$ cat src/hdl/whole_word_keyword_line_match_assert.svh
// ----------------------------------------------------------------------------
// Assertion macros for the whole-word keyword line matcher
// Shared macros for the concurrent checks in the matcher's modules.
// ----------------------------------------------------------------------------
`ifndef WHOLE_WORD_KEYWORD_LINE_MATCH_ASSERT_SVH
`define WHOLE_WORD_KEYWORD_LINE_MATCH_ASSERT_SVH

// The condition must hold at every clock edge outside reset.
`define WWKLM_ASSERT_ALWAYS(label, clk, rstn, expr, msg) \
    label: assert property (@(posedge clk) disable iff (!rstn) (expr)) \
        else $error(msg);

// The consequent must hold in the cycle after the antecedent.
`define WWKLM_ASSERT_NEXT(label, clk, rstn, ante, cons, msg) \
    label: assert property (@(posedge clk) disable iff (!rstn) (ante) |=> (cons)) \
        else $error(msg);

`endif

$ cat src/hdl/wwklm_pkg.sv
// ----------------------------------------------------------------------------
// Whole-word keyword line matcher package
// Types, register indexes and byte classification shared by the matcher.
// ----------------------------------------------------------------------------
package wwklm_pkg;

    localparam int CFG_IDX_W = 2;
    localparam int LEN_W     = 5;

    typedef logic [CFG_IDX_W-1:0] cfg_index_t;
    typedef logic [LEN_W-1:0]     key_len_t;

    localparam cfg_index_t REG_KEYWORD_LOW    = 2'd0;
    localparam cfg_index_t REG_KEYWORD_HIGH   = 2'd1;
    localparam cfg_index_t REG_KEYWORD_LENGTH = 2'd2;

    localparam logic [7:0] SPACE_BYTE = 8'h20;
    localparam key_len_t   POS_LIMIT  = 5'd31;

    typedef struct packed {
        logic [63:0] low;
        logic [63:0] high;
        key_len_t    length;
    } keyword_t;

    typedef struct packed {
        logic valid;
        logic hit;
    } result_push_t;

    function automatic logic [7:0] fold_case(input logic [7:0] c);
        if (c >= 8'h41 && c <= 8'h5A) begin
            return c + 8'h20;
        end
        return c;
    endfunction

    function automatic logic is_alnum(input logic [7:0] c);
        return (c >= 8'h30 && c <= 8'h39) || (c >= 8'h41 && c <= 8'h5A) ||
               (c >= 8'h61 && c <= 8'h7A);
    endfunction

endpackage

$ cat src/hdl/wwklm_cfg.sv
// ----------------------------------------------------------------------------
// Keyword register bank
// Holds the keyword bytes and length written through the configuration port.
// ----------------------------------------------------------------------------
module wwklm_cfg (
    input  logic                 aclk,
    input  logic                 aresetn,
    input  logic                 cfg_valid,
    output logic                 cfg_ready,
    input  wwklm_pkg::cfg_index_t cfg_index,
    input  logic [63:0]          cfg_data,
    output wwklm_pkg::keyword_t  keyword
);
    import wwklm_pkg::*;

    keyword_t kw_reg;
    keyword_t kw_next;

    assign cfg_ready = 1'b1;
    assign keyword   = kw_reg;

    always_comb begin
        kw_next = kw_reg;
        if (cfg_valid) begin
            unique case (cfg_index)
                REG_KEYWORD_LOW:    kw_next.low    = cfg_data;
                REG_KEYWORD_HIGH:   kw_next.high   = cfg_data;
                REG_KEYWORD_LENGTH: kw_next.length = cfg_data[LEN_W-1:0];
                default:            kw_next = kw_reg;
            endcase
        end
    end

    always_ff @(posedge aclk) begin
        if (!aresetn) begin
            kw_reg <= '0;
        end else begin
            kw_reg <= kw_next;
        end
    end

endmodule

$ cat src/hdl/wwklm_core.sv
// ----------------------------------------------------------------------------
// Word matcher core
// Registers each accepted byte, then updates the per-word compare state and
// emits the line verdict when an end-of-line item reaches the stage.
// ----------------------------------------------------------------------------
`include "whole_word_keyword_line_match_assert.svh"

module wwklm_core #(
    parameter int KEY_MAX = 16
) (
    input  logic                    aclk,
    input  logic                    aresetn,
    input  logic                    in_accept,
    input  logic [7:0]              in_byte,
    input  logic                    in_last,
    input  wwklm_pkg::keyword_t     keyword,
    output wwklm_pkg::result_push_t push
);
    import wwklm_pkg::*;

    localparam key_len_t KEY_MAX_LEN = key_len_t'(KEY_MAX);

    logic       in_valid_reg;
    logic [7:0] in_byte_reg;
    logic       in_last_reg;

    key_len_t pos_reg,         pos_next;
    logic     agree_reg,       agree_next;
    logic     eq_reg,          eq_next;
    logic     alnum_seen_reg,  alnum_seen_next;
    logic     word_open_reg,   word_open_next;
    logic     found_reg,       found_next;

    logic [15:0][7:0] key_bytes;
    key_len_t         used_len;
    logic             is_an;
    logic             byte_ok;
    logic             close_hit;

    assign key_bytes = {keyword.high, keyword.low};
    assign used_len  = (keyword.length > KEY_MAX_LEN) ? KEY_MAX_LEN : keyword.length;
    assign is_an     = is_alnum(in_byte_reg);
    assign byte_ok   = (pos_reg < used_len) &&
                       (fold_case(key_bytes[pos_reg[3:0]]) == fold_case(in_byte_reg));
    assign close_hit = word_open_reg &&
                       (alnum_seen_reg ? eq_reg : (used_len == '0));

    always_comb begin
        pos_next        = pos_reg;
        agree_next      = agree_reg;
        eq_next         = eq_reg;
        alnum_seen_next = alnum_seen_reg;
        word_open_next  = word_open_reg;
        found_next      = found_reg;
        push.valid      = 1'b0;
        push.hit        = found_reg || close_hit;
        if (in_valid_reg) begin
            if (in_last_reg || in_byte_reg == SPACE_BYTE) begin
                pos_next        = '0;
                agree_next      = 1'b1;
                eq_next         = 1'b0;
                alnum_seen_next = 1'b0;
                word_open_next  = 1'b0;
                if (in_last_reg) begin
                    push.valid = 1'b1;
                    found_next = 1'b0;
                end else begin
                    found_next = found_reg || close_hit;
                end
            end else begin
                word_open_next  = 1'b1;
                alnum_seen_next = alnum_seen_reg || is_an;
                if (alnum_seen_next) begin
                    agree_next = agree_reg && byte_ok;
                    if (pos_reg < POS_LIMIT) begin
                        pos_next = pos_reg + key_len_t'(1);
                    end
                    if (is_an) begin
                        eq_next = agree_next && (pos_next == used_len);
                    end
                end
            end
        end
    end

    always_ff @(posedge aclk) begin
        if (!aresetn) begin
            in_valid_reg   <= 1'b0;
            pos_reg        <= '0;
            agree_reg      <= 1'b1;
            eq_reg         <= 1'b0;
            alnum_seen_reg <= 1'b0;
            word_open_reg  <= 1'b0;
            found_reg      <= 1'b0;
        end else begin
            in_valid_reg   <= in_accept;
            pos_reg        <= pos_next;
            agree_reg      <= agree_next;
            eq_reg         <= eq_next;
            alnum_seen_reg <= alnum_seen_next;
            word_open_reg  <= word_open_next;
            found_reg      <= found_next;
        end
    end

    always_ff @(posedge aclk) begin
        if (in_accept) begin
            in_byte_reg <= in_byte;
            in_last_reg <= in_last;
        end
    end

    `WWKLM_ASSERT_ALWAYS(pos_needs_alnum, aclk, aresetn, (pos_reg == '0) || alnum_seen_reg, "position advanced without an alphanumeric byte")
    `WWKLM_ASSERT_ALWAYS(alnum_needs_word, aclk, aresetn, !alnum_seen_reg || word_open_reg, "alphanumeric byte seen outside an open word")
    `WWKLM_ASSERT_NEXT(line_end_clears, aclk, aresetn, in_valid_reg && in_last_reg, !found_reg && !word_open_reg, "line state not cleared after line end")

endmodule

$ cat src/hdl/wwklm_out.sv
// ----------------------------------------------------------------------------
// Result queue
// Four-word queue of line verdicts that decouples the result channel from
// the input; it reserves room for the one item in flight in the core.
// ----------------------------------------------------------------------------
`include "whole_word_keyword_line_match_assert.svh"

module wwklm_out (
    input  logic                    aclk,
    input  logic                    aresetn,
    input  wwklm_pkg::result_push_t push,
    output logic                    can_take,
    output logic                    m_tvalid,
    input  logic                    m_tready,
    output logic [7:0]              m_tdata
);
    import wwklm_pkg::*;

    logic [3:0] q_reg;
    logic [1:0] wr_ptr_reg, wr_ptr_next;
    logic [1:0] rd_ptr_reg, rd_ptr_next;
    logic [2:0] count_reg,  count_next;
    logic       pop;

    assign m_tvalid = (count_reg != 3'd0);
    assign m_tdata  = {7'b0, q_reg[rd_ptr_reg]};
    assign pop      = m_tvalid && m_tready;
    assign can_take = (count_reg < 3'd3);

    always_comb begin
        wr_ptr_next = wr_ptr_reg + 2'(push.valid);
        rd_ptr_next = rd_ptr_reg + 2'(pop);
        count_next  = count_reg + 3'(push.valid) - 3'(pop);
    end

    always_ff @(posedge aclk) begin
        if (!aresetn) begin
            wr_ptr_reg <= '0;
            rd_ptr_reg <= '0;
            count_reg  <= '0;
        end else begin
            wr_ptr_reg <= wr_ptr_next;
            rd_ptr_reg <= rd_ptr_next;
            count_reg  <= count_next;
        end
    end

    always_ff @(posedge aclk) begin
        if (push.valid) begin
            q_reg[wr_ptr_reg] <= push.hit;
        end
    end

    `WWKLM_ASSERT_ALWAYS(no_overflow, aclk, aresetn, !(push.valid && count_reg == 3'd4), "result pushed into a full queue")
    `WWKLM_ASSERT_NEXT(push_lands, aclk, aresetn, push.valid && !pop, count_reg == $past(count_reg) + 3'd1, "pushed result not counted")

endmodule

$ cat src/hdl/whole_word_keyword_line_match.sv
// ----------------------------------------------------------------------------
// Whole-word keyword line matcher
// Result path: an accepted line-end byte is registered in the core, and its verdict
// is then written into the result queue, which raises m_tvalid; other bytes give no result.
// Throughput: one byte per cycle; input stalls only while three or four verdicts wait.
// Reset: synchronous, active low; clears keyword, word state and result queue.
// ----------------------------------------------------------------------------
module whole_word_keyword_line_match #(
    parameter int KEY_MAX = 16
) (
    input  logic                  aclk,
    input  logic                  aresetn,
    input  logic                  s_tvalid,
    output logic                  s_tready,
    input  logic [7:0]            s_tdata,   // [7:0] text_byte
    input  logic                  s_tlast,   // end_of_line
    output logic                  m_tvalid,
    input  logic                  m_tready,
    output logic [7:0]            m_tdata,   // [0] line_matches, [7:1] zero
    input  logic                  cfg_valid,
    output logic                  cfg_ready,
    input  wwklm_pkg::cfg_index_t cfg_index,
    input  logic [63:0]           cfg_data
);
    import wwklm_pkg::*;

    keyword_t     keyword;
    result_push_t push;
    logic         can_take;

    assign s_tready = can_take;

    wwklm_cfg u_cfg (
        .aclk      (aclk),
        .aresetn   (aresetn),
        .cfg_valid (cfg_valid),
        .cfg_ready (cfg_ready),
        .cfg_index (cfg_index),
        .cfg_data  (cfg_data),
        .keyword   (keyword)
    );

    wwklm_core #(
        .KEY_MAX (KEY_MAX)
    ) u_core (
        .aclk      (aclk),
        .aresetn   (aresetn),
        .in_accept (s_tvalid && can_take),
        .in_byte   (s_tdata),
        .in_last   (s_tlast),
        .keyword   (keyword),
        .push      (push)
    );

    wwklm_out u_out (
        .aclk     (aclk),
        .aresetn  (aresetn),
        .push     (push),
        .can_take (can_take),
        .m_tvalid (m_tvalid),
        .m_tready (m_tready),
        .m_tdata  (m_tdata)
    );

endmodule
$ cat config.mk
export PLATFORM = sky130hd
export DESIGN_NAME = whole_word_keyword_line_match
export DESIGN_NICKNAME = d
export VERILOG_FILES = /design/src/hdl/wwklm_pkg.sv /design/src/hdl/wwklm_cfg.sv /design/src/hdl/wwklm_core.sv /design/src/hdl/wwklm_out.sv /design/src/hdl/whole_word_keyword_line_match.sv
export VERILOG_INCLUDE_DIRS = /design/src /design/src/hdl
export SDC_FILE = /design/constraint.sdc
export NUM_CORES = 1
export LEC_CHECK = 0
export ABC_AREA = 1
export BUFFER_PORTS_ARGS = -buffer_cell sky130_fd_sc_hd__buf_2
export CAP_MARGIN = 20
export CORE_MARGIN = 3
export CORE_UTILIZATION = 35
export DETAILED_ROUTE_END_ITERATION = 10
export GPL_TIMING_DRIVEN = 0
export SYNTH_ARGS = -nofsm -noshare
export SYNTH_HDL_FRONTEND = slang
export SYNTH_HIERARCHICAL = 1
export SYNTH_SLANG_ARGS = --single-unit
export TNS_END_PERCENT = 10
$ cat constraint.sdc
create_clock -name aclk -period 2.1 [get_ports aclk]
set_input_delay 0.105 -clock aclk [delete_from_list [all_inputs] [get_ports aclk]]
set_output_delay 0.105 -clock aclk [all_outputs]
set_load 0.005 [all_outputs]
# == Word level (Yosys, flattened, before mapping) ==
# Index checks and enable logic that the tools add are counted.
# word_totals
regBits,164
input_bits,80
mem_count,0
ram_bits,0
wordCells,103
rom_bits,0
output_inout_bits,11
latchBits,0
# classes
mux,32
div_mod_pow,0
n_mul,0
n_addsub,7
n_bitwise,0
reduce_logical,27
n_eq_ne,5
order_cmp,16
shift,0
# op_table
operator,n
$mux W8,5
$mux W5,7
$bmux W8 S4,1
$ge A8 B7 Y1 const B,3
$le A8 B7 Y1 const B,3
$add A8 B6 Y8 const B,2
$mux W1,16
$logic_and A1 B1 Y1,11
$reduce_and A2 Y1,5
$eq A8 B6 Y1 const B,1
$eq A8 B8 Y1,1
$ge A8 B6 Y1 const B,1
$le A8 B6 Y1 const B,1
$lt A2 B3 Y1 const B,2
$add A5 B1 Y5 const B,1
$eq A5 B5 Y1,1
$gt A5 B5 Y1 const B,1
$logic_not A5 Y1,1
$logic_or A1 B1 Y1,5
$lt A4 B5 Y1 const B,1
$lt A5 B5 Y1,1
$lt A5 B5 Y1 const B,1
$add A2 B1 Y2,2
$bwmux W4,1
12 further kinds,13

# == Depth between registers and ports, before layout ==
# logic_depth
word_depth,13
ltp_mapped,21
mapped_depth_nobuf,18

# == Hierarchy ==
# Netlist, hierarchy kept.
# modules_own_cells
mod,cells_each,n_inst,area_each_um2
wwklm_cfg,862,1,5672.9
wwklm_core,531,1,2816.5
wwklm_out,68,1,576.8
whole_word_keyword_line_match,2,1,7.5

# == Least setup slack after synthesis ==
# Ideal clock, no wire load.
# synth_timing
path_kind,register to register
startpoint,reg u_core.pos_reg[0]
endpoint,reg u_core.agree_reg
n_path_buf,3
path_slack_ps,26
arrival_time_ps,1962
path_stages_with_launch,20
required_ps,1988
path_cell_list,dfxtp_1 buf_2 inv_2 buf_6 buf_2 nand2_1 nand3_1 nand2_1 a21oi_1 nand2_1 nand2_1 ha_1 inv_1 nand4_1 nand3_1 nand2_1 nand3_1 nand2_1 nand2_1 nand2_1
# synth_between
elab_chain_cells,11
word_cells_on_any_way,15
# synth_rtl
item,line_no,source
start: declaration,wwklm_core.sv:27,"key_len_t pos_reg, pos_next;"
start signal: assignment,wwklm_core.sv:97,pos_reg <= pos_next;
$bmux W8 S4,wwklm_core.sv:44,(fold_case(key_bytes[pos_reg[3:0]]) == fold_case(in_byte_reg));
$mux W8 (not written as such),wwklm_core.sv:44,
$ge A8 B7 Y1 / $le A8 B7 Y1 (equally long branches),wwklm_pkg.sv:32,if (c >= 8'h41 && c <= 8'h5A) begin
$logic_and A1 B1 Y1,wwklm_pkg.sv:32,
$mux W1,wwklm_pkg.sv:32,
$mux W8,wwklm_pkg.sv:35,return c;
$eq A8 B8 Y1,wwklm_core.sv:44,
$logic_and A1 B1 Y1 (*),wwklm_core.sv:43,assign byte_ok = (pos_reg < used_len) &&
$logic_and A1 B1 Y1 (*),wwklm_core.sv:74,agree_next = agree_reg && byte_ok;
$mux W1 (*),wwklm_core.sv:73,if (alnum_seen_next) begin
$mux W1 (*),wwklm_core.sv:58,if (in_last_reg || in_byte_reg == SPACE_BYTE) begin
end signal: assignment,wwklm_core.sv:98,agree_reg <= agree_next;
end: declaration,wwklm_core.sv:28,"logic agree_reg, agree_next;"
# Every way passes the cells marked *; elsewhere a longest branch is shown, timed or not. The select of a mux whose other input is x is not followed.
# A chain may end at the register's enable or synchronous reset.

# == Worst setup path in the final report ==
# Ends and elaborated chain as after synthesis.

==> impl_metrics.toml <==
[run_status]
status = "complete, but fails checks"
violations = "setup timing"

[clock_tree]
clock_sinks = 164
numCtsBuffers = 17
clkTransAtPathRegs_ns = 0.07
cts.htree.levels = 4
ctsLongestPathBuffers = 2
clk_latency_ns = 0.44
cts_tree = "yes"
root_buffer = "clkbuf_16"

[critical_path]
critPathSlowestCell = "dfxtp_2"
path_cells = "buf_6 -> inv_4 -> buf_8 -> buf_12 -> nor2_1 -> nor2_1 -> o21ai_0 -> nand3_1 -> nand2_2 -> nand2_4 -> ha_4 -> inv_2 -> nand4_1 -> nand3_1 -> nand2_1 -> nand3_1 -> nand2_1 -> nand2_1 -> nand2_1"
max_stage_delay_ns = 0.34
critPathMaxFanout = 10
crit_end = "u_core/agree_reg"
r2r_end = "u_core/agree_reg"
crit_path_start_kind = "flip-flop"
worst_ep_required_time_ns = 2.44
ff2ff_setup_slack_ns = -0.16
crit_path_frequent_cell = "nand2_1"
ff2ff_path_depth = 19
rr_startpoint = "u_core/pos_reg[0]"
critPathKind = "flip-flop to flip-flop"
critical_path.startpoint = "u_core/pos_reg[0]"
cp-end-kind = "flip-flop"
worst_ep_arrival_time_ns = 2.60

[yosys]
postSynthCellCount = 1463
synth_mux_area_frac = 0
synth_compound_area_frac = 0.08053
synth-main-ff-cell = "dfxtp_1"
synthTopCellsByCount = "nand2_1, nor2_1, inv_1, dfxtp_1, nand3_1"
async_reset_ff_frac = 0
synthSimpleGateAreaFrac = 0.3769
synth_area_leaders = "dfxtp_1, nand2_1, nor2_1"
synth_edf_count = 13
netlist_area_um2 = 9074
synth_seq_cells = 164
synth_top_family_by_area = "simple AND/OR/NAND/NOR gates"
ys_seq_area_frac = 0.3762
synthAdderAreaFrac = 0.01737
synth_top_cell_area_share = 0.3331
yosys.area_share.xor_xnor = 0.004826
synth_top_area_cell = "dfxtp_1"
yosys.cell_count.top_type = "nand2_1"
yosysUniqueCellTypes = 38
yosysWarnings = 6
syn_avg_cell_area_um2 = 6.202

[die]
num_rows = 58
die-area_um2 = 27890
fp.dieW_um = 167.0
start_util = 0.3583
coreArea_um2 = 25330
ios = 91
die_h_um = 167.0

[routing]
firstDrtPassIters = 5
ant_nets = 0
num_vias = 9381
wl_per_cell_um = 14.09
post_drt_via_cell_ratio = 4.686
first_iter_violations = 759
routed_wl_um = 28210
drcViolationCount = 0

[finish]
largest_reg_flops = 133
area_growth_pct = 27.91
fin_cells = 2002
stdcell_area_um2 = 11610
antenna_cells = 0
nets = 1751
drive_gt1_frac = 0.1615

[sta]
finalHoldViolCount = 0
relSlewSlack = 0.6458
fmax_ghz = 0.4427
finalCriticalPeriod_ns = 2.259
setup_viol = 2
worst_slew_pin_slew_ns = 0.5312
skew_ns = 0.009504
setup_ws_ns = -0.1587
rsz0062_at_grt = "yes"
hold_ws_ns = 0.03862
maxSlewViolCount = 0
period_share = 1.076

[placement]
place_area_um2 = 9920
place.gp.congestion = 0.9243
numPortBuffers = 82
dpl.hpwl_um = 20620
dp_cells = 1881

[global_route]
met1_usage = 0.2692
grt_pass1_wl_um = 45330
grt.met3_usage = 0.03655
top_usage_layer = "met2"
grt_usage = 0.2024
met2_usage = 0.3347
antenna_found_initial = 0
grt_pass1_vias = 8899
grt-ovfl-total = 0
grt_max_degree = 17

[pwr]
p_leak_nw = 5.804
p_per_area_nw_per_um2 = 694.6
pwr-share-comb = 0.192
power.total_mw = 8.061
intPower_mw = 5.582
power.clock.fraction = 0.368
seqPwrFrac = 0.440
power_switching_mw = 2.480
ir_drop_mv = 0.5602
p_sw_frac = 0.3076

[worst_hold_path]
hold_class = "primary input to flip-flop"
hold_depth = 3
min_from = "aresetn"

[run]
cap_violations = 0
==> kinds of logic after synthesis <==
group | after synthesis
xor gates and xnor gates | 5
buffers and inverters | 296
DFF | 164
other | 2
AOI/OAI and AO/OA | 137
adders and majority gates | 12
and+or+nand+nor | 847
==> worst max-delay path: cells and delay by family (launching register included) <==
family / cells / cell delay [ns]
and+or+nand+nor: 12 / 0.98
buffers and inverters: 5 / 0.49
DFF: 1 / 0.34
adders and majority gates: 1 / 0.25
AOI/OAI and AO/OA: 1 / 0.10
==> through the flow <==
step	worst slack (ns)	utilization	setup TNS [ns]
final	-0.1587	0.4583	-0.2953
after global routing	-0.3246	0.4583	-0.7523
after CTS	-0.1190	0.4533	-0.2318
after detailed placement	-0.5115	0.3917	-0.9598
after global placement	-0.5093	0.3917	-0.9646
after floorplan	0.02594	-	0
==> how the worst min path moves through the flow <==
stage	slack [ns]	end
4_1_cts	0.008	u_core/alnum_seen_reg
6_report	0.04	u_core/alnum_seen_reg
3_5_place_dp	0.29	u_core/in_byte_reg[5]
5_1_grt	0.04	u_core/agree_reg
2_1_floorplan	0.20	u_core/in_valid_reg
3_3_place_gp	0.28	u_core/in_last_reg
==> routing by layer <==
layer  vias up  wire length (µm)
met1      4214             12930
met3        47              1711
met2       286             12940
li1       4834                 -
met4         0               619
met5         -                 0
==> cell type report <==
type                       count  area [µm²]
multi-input combinational   1009        4543
inverter                     208       787.0
buffer                        88       599.3
clock buffer                  20       446.7
timing repair buffer         171        1301
tap                          330       412.9
fill                        2676       13720
sequential                   164        3422
clock inverter                12       93.84
==> what timing repair did <==
action / 4_1_cts / 5_1_grt
endpoints found under the hold margin: 109 / 0
pin swaps: 16 / 11
setup buffers: 6 / 4
hold buffers: 77 / 0
cloned: 1 / 1
gates resized for setup: 59 / 28
setup endpoints to repair: 3 / 7
==> power groups by stage <==
stage	Combinational, mW	Sequential (mW)	Clock (mW)
after floorplan	0.964	3.55	0
after global placement	1.32	3.61	0
after detailed placement	1.34	3.61	0
after CTS	1.52	3.54	3.05
after global routing	1.76	3.57	3.16
final	1.55	3.55	2.97
==> placed cells by master, fill, tap and decap left out, types with 4 or more instances in the layout <==
cell type      count
nand2_1          405
nor2_1           277
inv_1            199
dfxtp_1          148
buf_2            120
nand3_1          107
a21oi_1           86
dlygate4sd3_1     77
buf_4             37
o21ai_0           20
clkbuf_16         17
nand2_2           13
edfxtp_1          13
nor2_2            12
nand3_2           11
ha_1              10
o21ai_1            9
conb_1             8
buf_1              7
o211ai_1           6
nand4_1            6
inv_6              5
buf_6              5
buf_8              5
nand2_4            5
a21oi_2            5
inv_2              4
nor3_1             4
(Power assumes the default switching activity.)
